$ cat src/rtl/fpes_pkg.sv
// Package for the flash program/erase sequencer.
// Holds widths, flash command and status codes, and the types used by the
// sequencer modules. Depends on nothing.
package fpes_pkg;

   localparam int ADDR_WIDTH    = 24;
   localparam int DATA_WIDTH    = 16;
   localparam int TIMEOUT_WIDTH = 24;
   localparam int QUEUE_DEPTH   = 2;

   localparam logic [TIMEOUT_WIDTH-1:0] TIMEOUT_RESET = TIMEOUT_WIDTH'(1000);

   // Input item codes.
   localparam logic [2:0] CMD_PROGRAM = 3'd0;
   localparam logic [2:0] CMD_SUSPEND = 3'd1;
   localparam logic [2:0] CMD_RESUME  = 3'd2;
   localparam logic [2:0] CMD_READ    = 3'd3;
   localparam logic [2:0] CMD_TICK    = 3'd4;

   // Result kinds.
   localparam logic [1:0] KIND_WRITE = 2'd0;
   localparam logic [1:0] KIND_READ  = 2'd1;
   localparam logic [1:0] KIND_DONE  = 2'd2;

   // Completion status codes.
   localparam logic [3:0] ST_OK        = 4'd0;
   localparam logic [3:0] ST_TIMEOUT   = 4'd1;
   localparam logic [3:0] ST_VPP       = 4'd2;
   localparam logic [3:0] ST_PROGRAM   = 4'd3;
   localparam logic [3:0] ST_PROTECTED = 4'd4;
   localparam logic [3:0] ST_UNKNOWN   = 4'd5;
   localparam logic [3:0] ST_READBACK  = 4'd6;
   localparam logic [3:0] ST_SUSPENDED = 4'd7;
   localparam logic [3:0] ST_BUSY      = 4'd8;

   // Flash command words.
   localparam logic [DATA_WIDTH-1:0] FCMD_PROGRAM     = DATA_WIDTH'(8'h40);
   localparam logic [DATA_WIDTH-1:0] FCMD_READ_ARRAY  = DATA_WIDTH'(8'hFF);
   localparam logic [DATA_WIDTH-1:0] FCMD_READ_STATUS = DATA_WIDTH'(8'h70);
   localparam logic [DATA_WIDTH-1:0] FCMD_SUSPEND     = DATA_WIDTH'(8'hB0);
   localparam logic [DATA_WIDTH-1:0] FCMD_RESUME      = DATA_WIDTH'(8'hD0);

   // Status register bit positions and the clean ready word.
   localparam int SB_READY     = 7;
   localparam int SB_SUSPENDED = 6;
   localparam int SB_PROG_ERR  = 4;
   localparam int SB_VPP_ERR   = 3;
   localparam int SB_PROT_ERR  = 1;
   localparam logic [DATA_WIDTH-1:0] STATUS_CLEAN = DATA_WIDTH'(8'h80);

   typedef enum logic [2:0] {
      PH_IDLE,
      PH_PROG_POLL,
      PH_VERIFY,
      PH_SUSP_POLL,
      PH_RESUME
   } phase_type;

   // Bus sequences the back end knows how to play out.
   typedef enum logic [2:0] {
      OP_PROG_START,   // write 0x40, write data, read status
      OP_SUSP_START,   // write 0xB0, write 0x70, read status
      OP_RES_START,    // write 0x70, read status
      OP_POLL_READ,    // read status again
      OP_VERIFY_READ,  // read back the programmed word
      OP_ARRAY_DONE,   // write 0xFF, then done
      OP_RESUME_DONE,  // write 0xD0, then done ok
      OP_DONE          // done only
   } op_type;

   typedef struct packed {
      op_type                op;
      logic [ADDR_WIDTH-1:0] address;
      logic [DATA_WIDTH-1:0] value;
      logic [3:0]            status;
   } desc_type;

endpackage

$ cat src/rtl/flash_program_erase_sequencer_top.sv
// Top level of the flash program/erase sequencer.
// Depends on fpes_pkg, fpes_front, fpes_queue and fpes_back.
//
// The sequencer drives a command-set flash over a result stream of bus
// writes, bus reads and completion items; read data and timer ticks come back
// in as request items. The front end takes one item per cycle while the
// two-entry descriptor queue has room, and the back end delivers one result
// per cycle while the receiver is ready, so an item's cost is the number of
// results it causes: three for a program or suspend request that starts an
// operation, two for a resume, one for a request refused as busy, one or two
// for a returned bus word, and none for a bus word that arrives while idle or
// for most ticks; the back end's single result port limits the flow. The
// first result of an item passes the queue, the back end's descriptor register
// and its output register before it is presented. Requests that arrive while
// an operation is open are answered with a busy completion and change nothing.
module flash_program_erase_sequencer_top (
   input  logic                                clock,
   input  logic                                reset,
   input  logic                                req_valid,
   output logic                                req_ready,
   input  logic [2:0]                          req_cmd,
   input  logic [fpes_pkg::ADDR_WIDTH-1:0]     req_address,
   input  logic [fpes_pkg::DATA_WIDTH-1:0]     req_value,
   output logic                                rsp_valid,
   input  logic                                rsp_ready,
   output logic [1:0]                          rsp_kind,
   output logic [fpes_pkg::ADDR_WIDTH-1:0]     rsp_bus_address,
   output logic [fpes_pkg::DATA_WIDTH-1:0]     rsp_bus_value,
   output logic [3:0]                          rsp_done_status,
   output logic                                rsp_last,
   input  logic                                csr_valid,
   output logic                                csr_ready,
   input  logic [fpes_pkg::TIMEOUT_WIDTH-1:0]  csr_timeout_ticks
);

   logic               push, q_full, q_pop, q_valid;
   fpes_pkg::desc_type push_desc, q_desc;

   assign req_ready = !q_full;

   fpes_front u_front (
      .clock             (clock),
      .reset             (reset),
      .item_fire         (req_valid && req_ready),
      .item_cmd          (req_cmd),
      .item_address      (req_address),
      .item_value        (req_value),
      .csr_valid         (csr_valid),
      .csr_ready         (csr_ready),
      .csr_timeout_ticks (csr_timeout_ticks),
      .push              (push),
      .push_desc         (push_desc)
   );

   fpes_queue u_queue (
      .clock     (clock),
      .reset     (reset),
      .push      (push),
      .push_desc (push_desc),
      .full      (q_full),
      .pop       (q_pop),
      .pop_valid (q_valid),
      .pop_desc  (q_desc)
   );

   fpes_back u_back (
      .clock           (clock),
      .reset           (reset),
      .q_valid         (q_valid),
      .q_desc          (q_desc),
      .q_pop           (q_pop),
      .rsp_valid       (rsp_valid),
      .rsp_ready       (rsp_ready),
      .rsp_kind        (rsp_kind),
      .rsp_bus_address (rsp_bus_address),
      .rsp_bus_value   (rsp_bus_value),
      .rsp_done_status (rsp_done_status),
      .rsp_last        (rsp_last)
   );

endmodule

$ cat src/rtl/fpes_front.sv
// Front end of the flash sequencer: accepts items, tracks the operation phase
// and the timeout, and turns each item into a bus sequence descriptor.
// Depends on fpes_pkg.
module fpes_front (
   input  logic                                clock,
   input  logic                                reset,
   input  logic                                item_fire,
   input  logic [2:0]                          item_cmd,
   input  logic [fpes_pkg::ADDR_WIDTH-1:0]     item_address,
   input  logic [fpes_pkg::DATA_WIDTH-1:0]     item_value,
   input  logic                                csr_valid,
   output logic                                csr_ready,
   input  logic [fpes_pkg::TIMEOUT_WIDTH-1:0]  csr_timeout_ticks,
   output logic                                push,
   output fpes_pkg::desc_type                  push_desc
);

   fpes_pkg::phase_type                   phase_ff, phase_in;
   logic [fpes_pkg::TIMEOUT_WIDTH-1:0]    elapsed_ff, elapsed_in;
   logic [fpes_pkg::TIMEOUT_WIDTH-1:0]    timeout_ff, timeout_in;
   logic [fpes_pkg::ADDR_WIDTH-1:0]       held_address_ff, held_address_in;
   logic [fpes_pkg::DATA_WIDTH-1:0]       held_value_ff, held_value_in;
   logic [fpes_pkg::TIMEOUT_WIDTH-1:0]    elapsed_inc;
   logic                                  is_request;

   function automatic logic [3:0] decode_error(input logic [fpes_pkg::DATA_WIDTH-1:0] s);
      logic [3:0] code;
      if (s[fpes_pkg::SB_VPP_ERR])       code = fpes_pkg::ST_VPP;
      else if (s[fpes_pkg::SB_PROG_ERR]) code = fpes_pkg::ST_PROGRAM;
      else if (s[fpes_pkg::SB_PROT_ERR]) code = fpes_pkg::ST_PROTECTED;
      else                               code = fpes_pkg::ST_UNKNOWN;
      return code;
   endfunction

   assign csr_ready  = 1'b1;
   assign is_request = (item_cmd <= fpes_pkg::CMD_RESUME);

   // Saturating tick count.
   assign elapsed_inc = (&elapsed_ff) ? elapsed_ff : elapsed_ff + 1'b1;

   always_ff @(posedge clock) begin
      if (reset) begin
         phase_ff   <= fpes_pkg::PH_IDLE;
         elapsed_ff <= '0;
         timeout_ff <= fpes_pkg::TIMEOUT_RESET;
      end else begin
         phase_ff   <= phase_in;
         elapsed_ff <= elapsed_in;
         timeout_ff <= timeout_in;
      end
   end

   always_ff @(posedge clock) begin
      held_address_ff <= held_address_in;
      held_value_ff   <= held_value_in;
   end

   always_comb begin
      phase_in          = phase_ff;
      elapsed_in        = elapsed_ff;
      timeout_in        = (csr_valid && csr_ready) ? csr_timeout_ticks : timeout_ff;
      held_address_in   = held_address_ff;
      held_value_in     = held_value_ff;
      push              = 1'b0;
      push_desc.op      = fpes_pkg::OP_DONE;
      push_desc.address = '0;
      push_desc.value   = '0;
      push_desc.status  = fpes_pkg::ST_OK;

      if (item_fire) begin
         if (is_request && phase_ff != fpes_pkg::PH_IDLE) begin
            push             = 1'b1;
            push_desc.status = fpes_pkg::ST_BUSY;
         end else begin
            unique case (item_cmd)
               fpes_pkg::CMD_PROGRAM: begin
                  held_address_in   = item_address;
                  held_value_in     = item_value;
                  elapsed_in        = '0;
                  phase_in          = fpes_pkg::PH_PROG_POLL;
                  push              = 1'b1;
                  push_desc.op      = fpes_pkg::OP_PROG_START;
                  push_desc.address = item_address;
                  push_desc.value   = item_value;
               end
               fpes_pkg::CMD_SUSPEND: begin
                  elapsed_in   = '0;
                  phase_in     = fpes_pkg::PH_SUSP_POLL;
                  push         = 1'b1;
                  push_desc.op = fpes_pkg::OP_SUSP_START;
               end
               fpes_pkg::CMD_RESUME: begin
                  phase_in     = fpes_pkg::PH_RESUME;
                  push         = 1'b1;
                  push_desc.op = fpes_pkg::OP_RES_START;
               end
               fpes_pkg::CMD_READ: begin
                  unique case (phase_ff)
                     fpes_pkg::PH_PROG_POLL: begin
                        push = 1'b1;
                        if (!item_value[fpes_pkg::SB_READY]) begin
                           push_desc.op = fpes_pkg::OP_POLL_READ;
                        end else if (item_value != fpes_pkg::STATUS_CLEAN) begin
                           phase_in         = fpes_pkg::PH_IDLE;
                           push_desc.op     = fpes_pkg::OP_ARRAY_DONE;
                           push_desc.status = decode_error(item_value);
                        end else begin
                           phase_in          = fpes_pkg::PH_VERIFY;
                           push_desc.op      = fpes_pkg::OP_VERIFY_READ;
                           push_desc.address = held_address_ff;
                        end
                     end
                     fpes_pkg::PH_VERIFY: begin
                        phase_in         = fpes_pkg::PH_IDLE;
                        push             = 1'b1;
                        push_desc.status = (item_value == held_value_ff) ?
                                           fpes_pkg::ST_OK : fpes_pkg::ST_READBACK;
                     end
                     fpes_pkg::PH_SUSP_POLL: begin
                        push = 1'b1;
                        if (!item_value[fpes_pkg::SB_READY]) begin
                           push_desc.op = fpes_pkg::OP_POLL_READ;
                        end else begin
                           phase_in         = fpes_pkg::PH_IDLE;
                           push_desc.op     = fpes_pkg::OP_ARRAY_DONE;
                           push_desc.status = item_value[fpes_pkg::SB_SUSPENDED] ?
                                              fpes_pkg::ST_SUSPENDED : fpes_pkg::ST_OK;
                        end
                     end
                     fpes_pkg::PH_RESUME: begin
                        phase_in     = fpes_pkg::PH_IDLE;
                        push         = 1'b1;
                        push_desc.op = item_value[fpes_pkg::SB_SUSPENDED] ?
                                       fpes_pkg::OP_RESUME_DONE : fpes_pkg::OP_DONE;
                     end
                     default: ;
                  endcase
               end
               fpes_pkg::CMD_TICK: begin
                  if (phase_ff == fpes_pkg::PH_PROG_POLL ||
                      phase_ff == fpes_pkg::PH_SUSP_POLL) begin
                     elapsed_in = elapsed_inc;
                     if (elapsed_inc >= timeout_ff) begin
                        phase_in         = fpes_pkg::PH_IDLE;
                        push             = 1'b1;
                        push_desc.status = fpes_pkg::ST_TIMEOUT;
                     end
                  end
               end
               default: ;
            endcase
         end
      end
   end

endmodule

$ cat src/rtl/fpes_queue.sv
// Short descriptor queue between the sequencer's front and back ends.
// Depends on fpes_pkg.
module fpes_queue (
   input  logic               clock,
   input  logic               reset,
   input  logic               push,
   input  fpes_pkg::desc_type push_desc,
   output logic               full,
   input  logic               pop,
   output logic               pop_valid,
   output fpes_pkg::desc_type pop_desc
);

   localparam int PtrWidth = (fpes_pkg::QUEUE_DEPTH > 1) ? $clog2(fpes_pkg::QUEUE_DEPTH) : 1;
   localparam int CntWidth = $clog2(fpes_pkg::QUEUE_DEPTH + 1);

   fpes_pkg::desc_type        slot_ff [fpes_pkg::QUEUE_DEPTH];
   logic [PtrWidth-1:0]       wr_ptr_ff, wr_ptr_in;
   logic [PtrWidth-1:0]       rd_ptr_ff, rd_ptr_in;
   logic [CntWidth-1:0]       count_ff, count_in;
   logic                      do_push, do_pop;

   function automatic logic [PtrWidth-1:0] next_ptr(input logic [PtrWidth-1:0] p);
      logic [PtrWidth-1:0] r;
      if (p == PtrWidth'(fpes_pkg::QUEUE_DEPTH - 1)) r = '0;
      else                                          r = p + 1'b1;
      return r;
   endfunction

   assign full      = (count_ff == CntWidth'(fpes_pkg::QUEUE_DEPTH));
   assign pop_valid = (count_ff != '0);
   assign pop_desc  = slot_ff[rd_ptr_ff];
   assign do_push   = push && !full;
   assign do_pop    = pop && pop_valid;

   always_comb begin
      wr_ptr_in = do_push ? next_ptr(wr_ptr_ff) : wr_ptr_ff;
      rd_ptr_in = do_pop ? next_ptr(rd_ptr_ff) : rd_ptr_ff;
      count_in  = count_ff;
      if (do_push && !do_pop)      count_in = count_ff + 1'b1;
      else if (do_pop && !do_push) count_in = count_ff - 1'b1;
   end

   always_ff @(posedge clock) begin
      if (reset) begin
         wr_ptr_ff <= '0;
         rd_ptr_ff <= '0;
         count_ff  <= '0;
      end else begin
         wr_ptr_ff <= wr_ptr_in;
         rd_ptr_ff <= rd_ptr_in;
         count_ff  <= count_in;
      end
   end

   always_ff @(posedge clock) begin
      if (do_push) slot_ff[wr_ptr_ff] <= push_desc;
   end

endmodule

$ cat src/rtl/fpes_back.sv
// Back end of the flash sequencer: plays out one descriptor as a series of bus
// write, bus read and done results, one per cycle while the receiver is ready,
// through an output register. Depends on fpes_pkg.
module fpes_back (
   input  logic                            clock,
   input  logic                            reset,
   input  logic                            q_valid,
   input  fpes_pkg::desc_type              q_desc,
   output logic                            q_pop,
   output logic                            rsp_valid,
   input  logic                            rsp_ready,
   output logic [1:0]                      rsp_kind,
   output logic [fpes_pkg::ADDR_WIDTH-1:0] rsp_bus_address,
   output logic [fpes_pkg::DATA_WIDTH-1:0] rsp_bus_value,
   output logic [3:0]                      rsp_done_status,
   output logic                            rsp_last
);

   fpes_pkg::desc_type              cur_ff, cur_in;
   logic                            cur_valid_ff, cur_valid_in;
   logic [1:0]                      step_ff, step_in;
   logic                            out_valid_ff, out_valid_in;
   logic [1:0]                      kind_ff, kind_in;
   logic [fpes_pkg::ADDR_WIDTH-1:0] address_ff, address_in;
   logic [fpes_pkg::DATA_WIDTH-1:0] value_ff, value_in;
   logic [3:0]                      status_ff, status_in;
   logic                            last_ff, last_in;

   logic [1:0]                      gen_kind;
   logic [fpes_pkg::ADDR_WIDTH-1:0] gen_address;
   logic [fpes_pkg::DATA_WIDTH-1:0] gen_value;
   logic [3:0]                      gen_status;
   logic                            gen_last;
   logic                            emit, cur_done;

   // Result for the current descriptor at the current step.
   always_comb begin
      gen_kind    = fpes_pkg::KIND_READ;
      gen_address = '0;
      gen_value   = '0;
      gen_status  = fpes_pkg::ST_OK;
      gen_last    = 1'b0;
      unique case (cur_ff.op)
         fpes_pkg::OP_PROG_START: begin
            if (step_ff == 2'd0) begin
               gen_kind  = fpes_pkg::KIND_WRITE;
               gen_value = fpes_pkg::FCMD_PROGRAM;
            end else if (step_ff == 2'd1) begin
               gen_kind    = fpes_pkg::KIND_WRITE;
               gen_address = cur_ff.address;
               gen_value   = cur_ff.value;
            end else begin
               gen_last = 1'b1;
            end
         end
         fpes_pkg::OP_SUSP_START: begin
            if (step_ff == 2'd0) begin
               gen_kind  = fpes_pkg::KIND_WRITE;
               gen_value = fpes_pkg::FCMD_SUSPEND;
            end else if (step_ff == 2'd1) begin
               gen_kind  = fpes_pkg::KIND_WRITE;
               gen_value = fpes_pkg::FCMD_READ_STATUS;
            end else begin
               gen_last = 1'b1;
            end
         end
         fpes_pkg::OP_RES_START: begin
            if (step_ff == 2'd0) begin
               gen_kind  = fpes_pkg::KIND_WRITE;
               gen_value = fpes_pkg::FCMD_READ_STATUS;
            end else begin
               gen_last = 1'b1;
            end
         end
         fpes_pkg::OP_POLL_READ: begin
            gen_last = 1'b1;
         end
         fpes_pkg::OP_VERIFY_READ: begin
            gen_address = cur_ff.address;
            gen_last    = 1'b1;
         end
         fpes_pkg::OP_ARRAY_DONE: begin
            if (step_ff == 2'd0) begin
               gen_kind  = fpes_pkg::KIND_WRITE;
               gen_value = fpes_pkg::FCMD_READ_ARRAY;
            end else begin
               gen_kind   = fpes_pkg::KIND_DONE;
               gen_status = cur_ff.status;
               gen_last   = 1'b1;
            end
         end
         fpes_pkg::OP_RESUME_DONE: begin
            if (step_ff == 2'd0) begin
               gen_kind  = fpes_pkg::KIND_WRITE;
               gen_value = fpes_pkg::FCMD_RESUME;
            end else begin
               gen_kind = fpes_pkg::KIND_DONE;
               gen_last = 1'b1;
            end
         end
         fpes_pkg::OP_DONE: begin
            gen_kind   = fpes_pkg::KIND_DONE;
            gen_status = cur_ff.status;
            gen_last   = 1'b1;
         end
         default: ;
      endcase
   end

   assign emit     = cur_valid_ff && (!out_valid_ff || rsp_ready);
   assign cur_done = emit && gen_last;
   assign q_pop    = q_valid && (!cur_valid_ff || cur_done);

   always_comb begin
      cur_in       = cur_ff;
      cur_valid_in = cur_valid_ff;
      step_in      = step_ff;
      if (q_pop) begin
         cur_in       = q_desc;
         cur_valid_in = 1'b1;
         step_in      = '0;
      end else if (cur_done) begin
         cur_valid_in = 1'b0;
      end else if (emit) begin
         step_in = step_ff + 1'b1;
      end

      out_valid_in = out_valid_ff;
      kind_in      = kind_ff;
      address_in   = address_ff;
      value_in     = value_ff;
      status_in    = status_ff;
      last_in      = last_ff;
      if (emit) begin
         out_valid_in = 1'b1;
         kind_in      = gen_kind;
         address_in   = gen_address;
         value_in     = gen_value;
         status_in    = gen_status;
         last_in      = gen_last;
      end else if (rsp_ready) begin
         out_valid_in = 1'b0;
      end
   end

   always_ff @(posedge clock) begin
      if (reset) begin
         cur_valid_ff <= 1'b0;
         step_ff      <= '0;
         out_valid_ff <= 1'b0;
      end else begin
         cur_valid_ff <= cur_valid_in;
         step_ff      <= step_in;
         out_valid_ff <= out_valid_in;
      end
   end

   always_ff @(posedge clock) begin
      cur_ff     <= cur_in;
      kind_ff    <= kind_in;
      address_ff <= address_in;
      value_ff   <= value_in;
      status_ff  <= status_in;
      last_ff    <= last_in;
   end

   assign rsp_valid       = out_valid_ff;
   assign rsp_kind        = kind_ff;
   assign rsp_bus_address = address_ff;
   assign rsp_bus_value   = value_ff;
   assign rsp_done_status = status_ff;
   assign rsp_last        = last_ff;

endmodule

$ cat config.mk
export PLATFORM = sky130hd
export DESIGN_NAME = flash_program_erase_sequencer_top
export DESIGN_NICKNAME = d
export VERILOG_FILES = /design/src/rtl/fpes_pkg.sv /design/src/rtl/flash_program_erase_sequencer_top.sv /design/src/rtl/fpes_front.sv /design/src/rtl/fpes_queue.sv /design/src/rtl/fpes_back.sv
export SDC_FILE = /design/constraint.sdc
export NUM_CORES = 1
export LEC_CHECK = 0
export BUFFER_PORTS_ARGS = -buffer_cell sky130_fd_sc_hd__buf_2
export CAP_MARGIN = 10
export CORE_MARGIN = 8
export CORE_UTILIZATION = 50
export CTS_CLUSTER_SIZE = 24
export DETAILED_ROUTE_END_ITERATION = 7
export GPL_ROUTABILITY_DRIVEN = 0
export GPL_TIMING_DRIVEN = 0
export PLACE_DENSITY = 0.72
export SLEW_MARGIN = 20
export SYNTH_ARGS = -nofsm -noshare
export SYNTH_HDL_FRONTEND = slang
export SYNTH_SLANG_ARGS = --single-unit
export TNS_END_PERCENT = 100
$ cat constraint.sdc
create_clock -name clock -period 12.7 [get_ports clock]
set_input_delay 1.905 -clock clock [delete_from_list [all_inputs] [get_ports clock]]
set_output_delay 1.905 -clock clock [all_outputs]
set_load 0.01 [all_outputs]
Word level (Yosys, flattened, before mapping)
Memories as Yosys holds them, arrays and structs flattened. A register that Yosys moved wholly into a read port is not among the register bits.
Index checks and enable logic that the tools add are counted.
- flip-flop bits (word level): 146
- bits in writable memories: 94
- bits of input ports: 72
- output and inout bits: 50
- word-level logic and storage cells: 166
- memories: 1
- add/sub/neg operators: 6
- magnitude comparators: 2
- equality and inequality tests: 24
- mux-type cells: 74
- bitwise operators: 2
- reductions and logical operators: 41
- memory list (memory ; words ; width ; rd ports ; clocked after memory_dff ; write ports ; line ; RTL):
    u_queue.slot_ff ; 2 ; 47 ; 1 ; 1 ; 1 ; fpes_queue.sv:17 ; fpes_pkg::desc_type slot_ff [fpes_pkg::QUEUE_DEPTH];
- operators by type and width (kind ; number):
    $mux W24 ; 7
    $pmux W24 S2 ; 3
    $pmux W16 S5 ; 1
    $mux W16 ; 4
    $mux W47 ; 1
    $mux W43 ; 1
    $mux W4 ; 8
    $add A24 B1 Y24 const B ; 1
    $ge A24 B24 Y1 ; 1
    $mux W3 ; 8
    $reduce_and A24 Y1 ; 1
    $mux W1 ; 22
    $eq A3 B2 Y1 const B ; 6
    $eq A3 B3 Y1 const B ; 6
    $pmux W3 S3 ; 2
    $eq A16 B16 Y1 ; 1
    $mux W8 ; 2
    $ne A16 B8 Y1 const B ; 1
    $pmux W4 S2 ; 2
    $pmux W3 S5 ; 1
    $mux W7 ; 2
    $pmux W3 S4 ; 1
    $pmux W4 S3 ; 1
    $mux W2 ; 5
    other kinds (28) ; 61

Logic depth before layout (Yosys ltp)
- word-level depth: 13
- mapped depth: 17
- depth with buffers taken out: 16

Hierarchy
Synthesis repeated with hierarchy kept, for this count alone.
- cells, all modules: 940
- area total of the unflattened synthesis: 12510.7 um2
- by module, submodules not included (module ; instances ; cells each ; area an instance (um2) ; seq. area each (um2)):
    fpes_front ; 1 ; 561 ; 5313.8 ; 2222.1
    fpes_queue ; 1 ; 171 ; 3616.0 ; 2922.8
    fpes_back ; 1 ; 206 ; 3570.9 ; 2902.8
    flash_program_erase_sequencer_top ; 1 ; 2 ; 10.0 ; 0.0

Worst setup path before layout
No wires, ideal clock.
- path type: input -> register
- start point: input rsp_ready
- end point: register u_queue.count_ff[1]
- library setup time: 71 ps
- data arrival time: 5672 ps
- required time: 12629 ps
- path slack: 6957 ps
- stages: 7
- buffers on the path: 0
- path through: nand2b_1 > o21ai_0 > a21oi_1 > inv_1 > ha_1 > or3_1 > a21oi_1
- cells in the longest elaborated chain, start to end: 9
- elaborated cells on any way between the ends: 11
- classes of those cells: 1 x mux; 10 x reduce/logical
- ends and longest elaborated chain (element ; line ; RTL):
    start, declared ; flash_program_erase_sequencer_top.sv:25 ; input logic rsp_ready,
    $logic_or A1 B1 Y1 * ; fpes_back.sv:110 ; assign emit = cur_valid_ff && (!out_valid_ff || rsp_ready);
    $logic_and A1 B1 Y1 * ; fpes_back.sv:110 ;
    $logic_and A1 B1 Y1 * ; fpes_back.sv:111 ; assign cur_done = emit && gen_last;
    $logic_or A1 B1 Y1 * ; fpes_back.sv:112 ; assign q_pop = q_valid && (!cur_valid_ff || cur_done);
    $logic_and A1 B1 Y1 * ; fpes_back.sv:112 ;
    named net q_pop ; flash_program_erase_sequencer_top.sv:36 ; logic push, q_full, q_pop, q_valid;
    $logic_and A1 B1 Y1 * ; fpes_queue.sv:34 ; assign do_pop = pop && pop_valid;
    $logic_not A1 Y1 ; fpes_queue.sv:40 ; if (do_push && !do_pop) count_in = count_ff + 1'b1;
    $logic_and A1 B1 Y1 ; fpes_queue.sv:40 ;
    $mux W2 / $reduce_bool A2 Y1 (equally long branches) ; -- ;
    end signal, assigned ; fpes_queue.sv:52 ; count_ff <= count_in;
    end, declared ; fpes_queue.sv:20 ; logic [CntWidth-1:0] count_ff, count_in;
Mark *: on every way through the listed nets, which the timed path passes. The rest lies on a longest branch.
A chain may end at the register's enable or synchronous reset.

Worst setup path after layout
- start point: register u_front.elapsed_ff[0] (netlist name)
- end point: memory u_queue.slot_ff[1][26] (netlist name), enable pin
- cells in the longest elaborated chain, start to end: 11
- elaborated cells on any way between the ends: 12
- classes of those cells: 1 x add/sub; 1 x order compare; 8 x mux; 2 x reduce/logical
- ends and longest elaborated chain (element ; line ; RTL):
    start, declared ; fpes_front.sv:19 ; logic [fpes_pkg::TIMEOUT_WIDTH-1:0] elapsed_ff, elapsed_in;
    start signal, assigned ; fpes_front.sv:48 ; elapsed_ff <= elapsed_in;
    $add A24 B1 Y24 / $reduce_and A24 Y1 (equally long branches) ; fpes_front.sv:39 ; assign elapsed_inc = (&elapsed_ff) ? elapsed_ff : elapsed_ff + 1'b1;
    $mux W24 * ; fpes_front.sv:39 ;
    $ge A24 B24 Y1 * ; fpes_front.sv:143 ; if (elapsed_inc >= timeout_ff) begin
    $mux W1 * ; fpes_front.sv:143 ;
    $mux W1 * ; fpes_front.sv:140 ; if (phase_ff == fpes_pkg::PH_PROG_POLL ||
    $pmux W1 S3 * ; fpes_front.sv:75 ; unique case (item_cmd)
    $mux W1 * ; fpes_front.sv:71 ; if (is_request && phase_ff != fpes_pkg::PH_IDLE) begin
    $mux W1 * ; fpes_front.sv:70 ; if (item_fire) begin
    $logic_and A1 B1 Y1 * ; fpes_queue.sv:33 ; assign do_push = push && !full;
    named net u_queue.do_push ; fpes_queue.sv:21 ; logic do_push, do_pop;
    $mux W1 * ; fpes_queue.sv:57 ; if (do_push) slot_ff[wr_ptr_ff] <= push_desc;
    $mux W1 (not written as such) * ; fpes_queue.sv:57 ;
    end, declared ; fpes_queue.sv:17 ;
Marked as above.

==> results.sh <==
export IMPL_stdcell_area_um2=14720
export IMPL_netlist_area_leader_share_pct=55.08
export IMPL_ant_nets=0
export IMPL_dr_pass1_iters=5
export IMPL_fp_coreArea_um2=24390
export IMPL_track_usage_pct=15.94
export IMPL_wl_per_cell_um=17.26
export IMPL_synth_edf_count=228
export IMPL_cts_resized_gates=0
export IMPL_yosys_register_bits=287
export IMPL_r2r_end="u_queue.slot_ff[1][26]$_DFFE_PP_"
export IMPL_initialDrtViolationCount=536
export IMPL_crit_required_ns=12.89
export IMPL_p_switching_w=0.0006773
export IMPL_root_buffer="clkbuf_16"
export IMPL_cts_tree="yes"
export IMPL_yosysSeqAreaShare_pct=64.59
export IMPL_post_cts_buffers=0
export IMPL_crit_fanout=47
export IMPL_p_seq_share_pct=45.8
export IMPL_critPathCapture="u_queue.slot_ff[1][26]$_DFFE_PP_"
export IMPL_drcViolationCount=0
export IMPL_max_cap_viol_count=0
export IMPL_place_port_buffers=118
export IMPL_syn_cell_area_um2=12430
export IMPL_die_x_um=173.7
export IMPL_grt_first_pass_wirelength_um=39420
export IMPL_swShare_pct=25.10
export IMPL_drt_vias_per_instance=5.284
export IMPL_cts_buffers=30
export IMPL_finalSetupTns_ns=0
export IMPL_dp_hpwl_um=17300
export IMPL_cts_buffer_depth=3
export IMPL_clk_latency_ns=0.55
export IMPL_htreeDepth=1
export IMPL_antenna_found_initial=1
export IMPL_clock_skew_ns=0.01215
export IMPL_layout_drive_gt1_share_pct=23.51
export IMPL_min_period_ns=4.944
export IMPL_cp_end_kind="register"
export IMPL_synth_distinct_cells=72
export IMPL_max_slew_margin_pct=46.11
export IMPL_path_class="register to register"
export IMPL_async_flop_share_pct=0
export IMPL_r2r_cells=13
export IMPL_fin_crit_sh_pct=38.93
export IMPL_pwr_share_clk_pct=37.3
export IMPL_synth_cells=928
export IMPL_synth_area_leader_cell="edfxtp_1"
export IMPL_yosys_warnings=0
export IMPL_rsz0062_at_grt="false"
export IMPL_crit_start="u_front.elapsed_ff[0]$_SDFFE_PP0P_"
export IMPL_placed_cell_area_um2=13550
export IMPL_wl_um=24690
export IMPL_crit_arrival_ns=5.13
export IMPL_hold_class="register to register"
export IMPL_first_global_vias=7744
export IMPL_grt_max_degree=50
export IMPL_ir_drop_v=0.0001003
export IMPL_cp_start_kind="register"
export IMPL_r2r_start="u_front.elapsed_ff[0]$_SDFFE_PP0P_"
export IMPL_fp_dieArea_um2=30160
export IMPL_total_leakage_power_nw=5.478
export IMPL_nNetsFinal=1187
export IMPL_synth_area_leaders="edfxtp_1 (55%), dfxtp_1 (9.5%), mux2_2 (4.5%), ha_1 (3.3%), and2_1 (2.7%)"
export IMPL_clk_pin_slew_ns=0.06
export IMPL_p_per_area_nw_per_um2=183.3
export IMPL_setup_violations=0
export IMPL_r2r_slack_ns=7.76
export IMPL_syn_avg_cell_area_um2=13.39
export IMPL_finalHoldViolCount=0
export IMPL_outcome="finished, final reports clean"
export IMPL_p_comb_share_pct=16.9
export IMPL_rows=57
export IMPL_dieHeight_um=173.7
export IMPL_grt_ovfl_total=0
export IMPL_vias=7562
export IMPL_area_growth_pct=18.42
export IMPL_start_util_pct=50.96
export IMPL_worstMarginPinSlew_ns=0.8084
export IMPL_internal_power_w=0.002021
export IMPL_clock_fmax_mhz=202.3
export IMPL_io_pins=122
export IMPL_ctsHoldBuffers=0
export IMPL_ys_flop_type="edfxtp_1"
export IMPL_synth_nets=1033
export IMPL_clock_sinks=287
export IMPL_finalMaxSlewViolations=0
export IMPL_final_util_pct=60.35
-- state kept, by name (all words and copies together), names as in the netlist, 2 cells and up --
signal,count
u_back.rsp_done_status,4
u_queue.slot_ff,94
u_front.phase_ff,3
u_queue.count_ff,2
u_back.cur_ff,47
u_back.rsp_bus_value,16
u_back.step_ff,2
u_front.timeout_ff,24
u_back.rsp_bus_address,24
u_front.held_address_ff,24
u_front.held_value_ff,16
u_front.elapsed_ff,24
u_back.rsp_kind,2
-- power by group through the flow --
| stage | clock network, W | registers, W | logic (W) |
|---|---|---|---|
| 2_1_floorplan | 0 | 0.00128 | 0.000263 |
| 3_3_place_gp | 0 | 0.00127 | 0.000421 |
| 5_1_grt | 0.00106 | 0.00125 | 0.000503 |
| 6_report | 0.00101 | 0.00124 | 0.000455 |
| 4_1_cts | 0.00103 | 0.00124 | 0.000467 |
| 3_5_place_dp | 0 | 0.00126 | 0.000464 |
-- worst min path at each step --
stage	start	end	slack, ns	cells after the start
after global placement	u_back.cur_valid_ff$_SDFFE_PP0P_	u_back.rsp_valid$_SDFFE_PP0P_	0.46	2
after detailed placement	u_front.timeout_ff[9]$_SDFFE_PP1P_	u_front.timeout_ff[9]$_SDFFE_PP1P_	0.48	2
after global routing	u_front.timeout_ff[3]$_SDFFE_PP1P_	u_front.timeout_ff[3]$_SDFFE_PP1P_	0.51	2
final	u_front.timeout_ff[3]$_SDFFE_PP1P_	u_front.timeout_ff[3]$_SDFFE_PP1P_	0.49	2
after floorplan	u_back.cur_valid_ff$_SDFFE_PP0P_	u_back.rsp_valid$_SDFFE_PP0P_	0.45	2
after CTS	u_front.elapsed_ff[13]$_SDFFE_PP0P_	u_front.elapsed_ff[13]$_SDFFE_PP0P_	0.49	2
-- routing by layer --
layer | wire length [um] | global-route usage, % | vias up
met4 | 521 | 4.916 | 0
met3 | 1309 | 2.853 | 40
li1 | - | - | 3749
met1 | 10720 | 19.63 | 3577
met5 | 0 | 0 | -
met2 | 12150 | 28.07 | 196
-- cell families (layout without fill, tap and decap cells) --
family / Yosys count / count (layout) / share of synthesized area, %
flip-flops: 287 / 287 / 64.59
AND/OR/NAND/NOR: 256 / 256 / 11.41
AO/OA/AOI/OAI: 157 / 157 / 8.788
buffers and inverters: 82 / 260 / 2.778
multiplexers: 69 / 69 / 6.060
XOR/XNOR: 43 / 43 / 3.030
adder cells (fa/ha/maj): 33 / 33 / 3.322
other: 1 / 2 / 0.03017
-- cell usage after synthesis, drive strengths merged, types with 9 or more instances --
library cell,number
edfxtp,228
dfxtp,59
mux2,50
clkbuf,23
nand2b,10
nand4,14
inv,44
a21oi,42
xor2,10
and2,53
a31oi,9
nand3,13
mux2i,19
nor2,53
nor2b,9
nand2,58
buf,14
ha,33
o21ai,25
xnor2,33
a22o,28
nor3,11
-- cell usage in the layout (no fill, tap or decap), types with 30 or more instances in the layout --
cell	instances
a21oi_1	40
and2_1	51
buf_2	124
clkbuf_16	30
dfxtp_1	59
edfxtp_1	228
ha_1	33
inv_1	44
mux2_2	50
nand2_1	58
nor2_1	50
xnor2_1	33
-- area by class of cell --
class / count / area (um^2)
Antenna cell: 1 / 2.502
Buffer: 37 / 180.2
Multi-Input combinational cell: 559 / 4080
Clock buffer: 30 / 750.7
Timing Repair Buffer: 122 / 685.7
Tap cell: 324 / 405.4
Clock inverter: 26 / 417.9
Fill cell: 1923 / 9672
Sequential cell: 287 / 8028
Inverter: 45 / 168.9
-- metrics by stage --
stage	power, W	hold WS [ns]	instances	worst slack [ns]
2_1_floorplan	0.001544	0.4478	928	6.957
3_3_place_gp	0.001692	0.4621	1370	4.929
3_5_place_dp	0.001721	0.4763	1374	7.831
4_1_cts	0.002730	0.4904	1430	7.787
5_1_grt	0.002812	0.5118	1431	7.478
6_report	0.002698	0.4889	1431	7.756
-- critical path, stage by stage (launching register included) --
cell and delay, ns:
dfxtp_1 0.42, ha_1 0.24, and2_1 0.25, nand3_2 0.22
a21oi_4 0.33, and3_1 0.28, xor2_1 0.09, ha_1 0.33
nand4_1 0.22, nor4_1 0.53, nor4b_1 0.29, a21boi_0 0.31
o21bai_1 0.39, and2_4 0.66
Power figures use the tool's default switching activity.
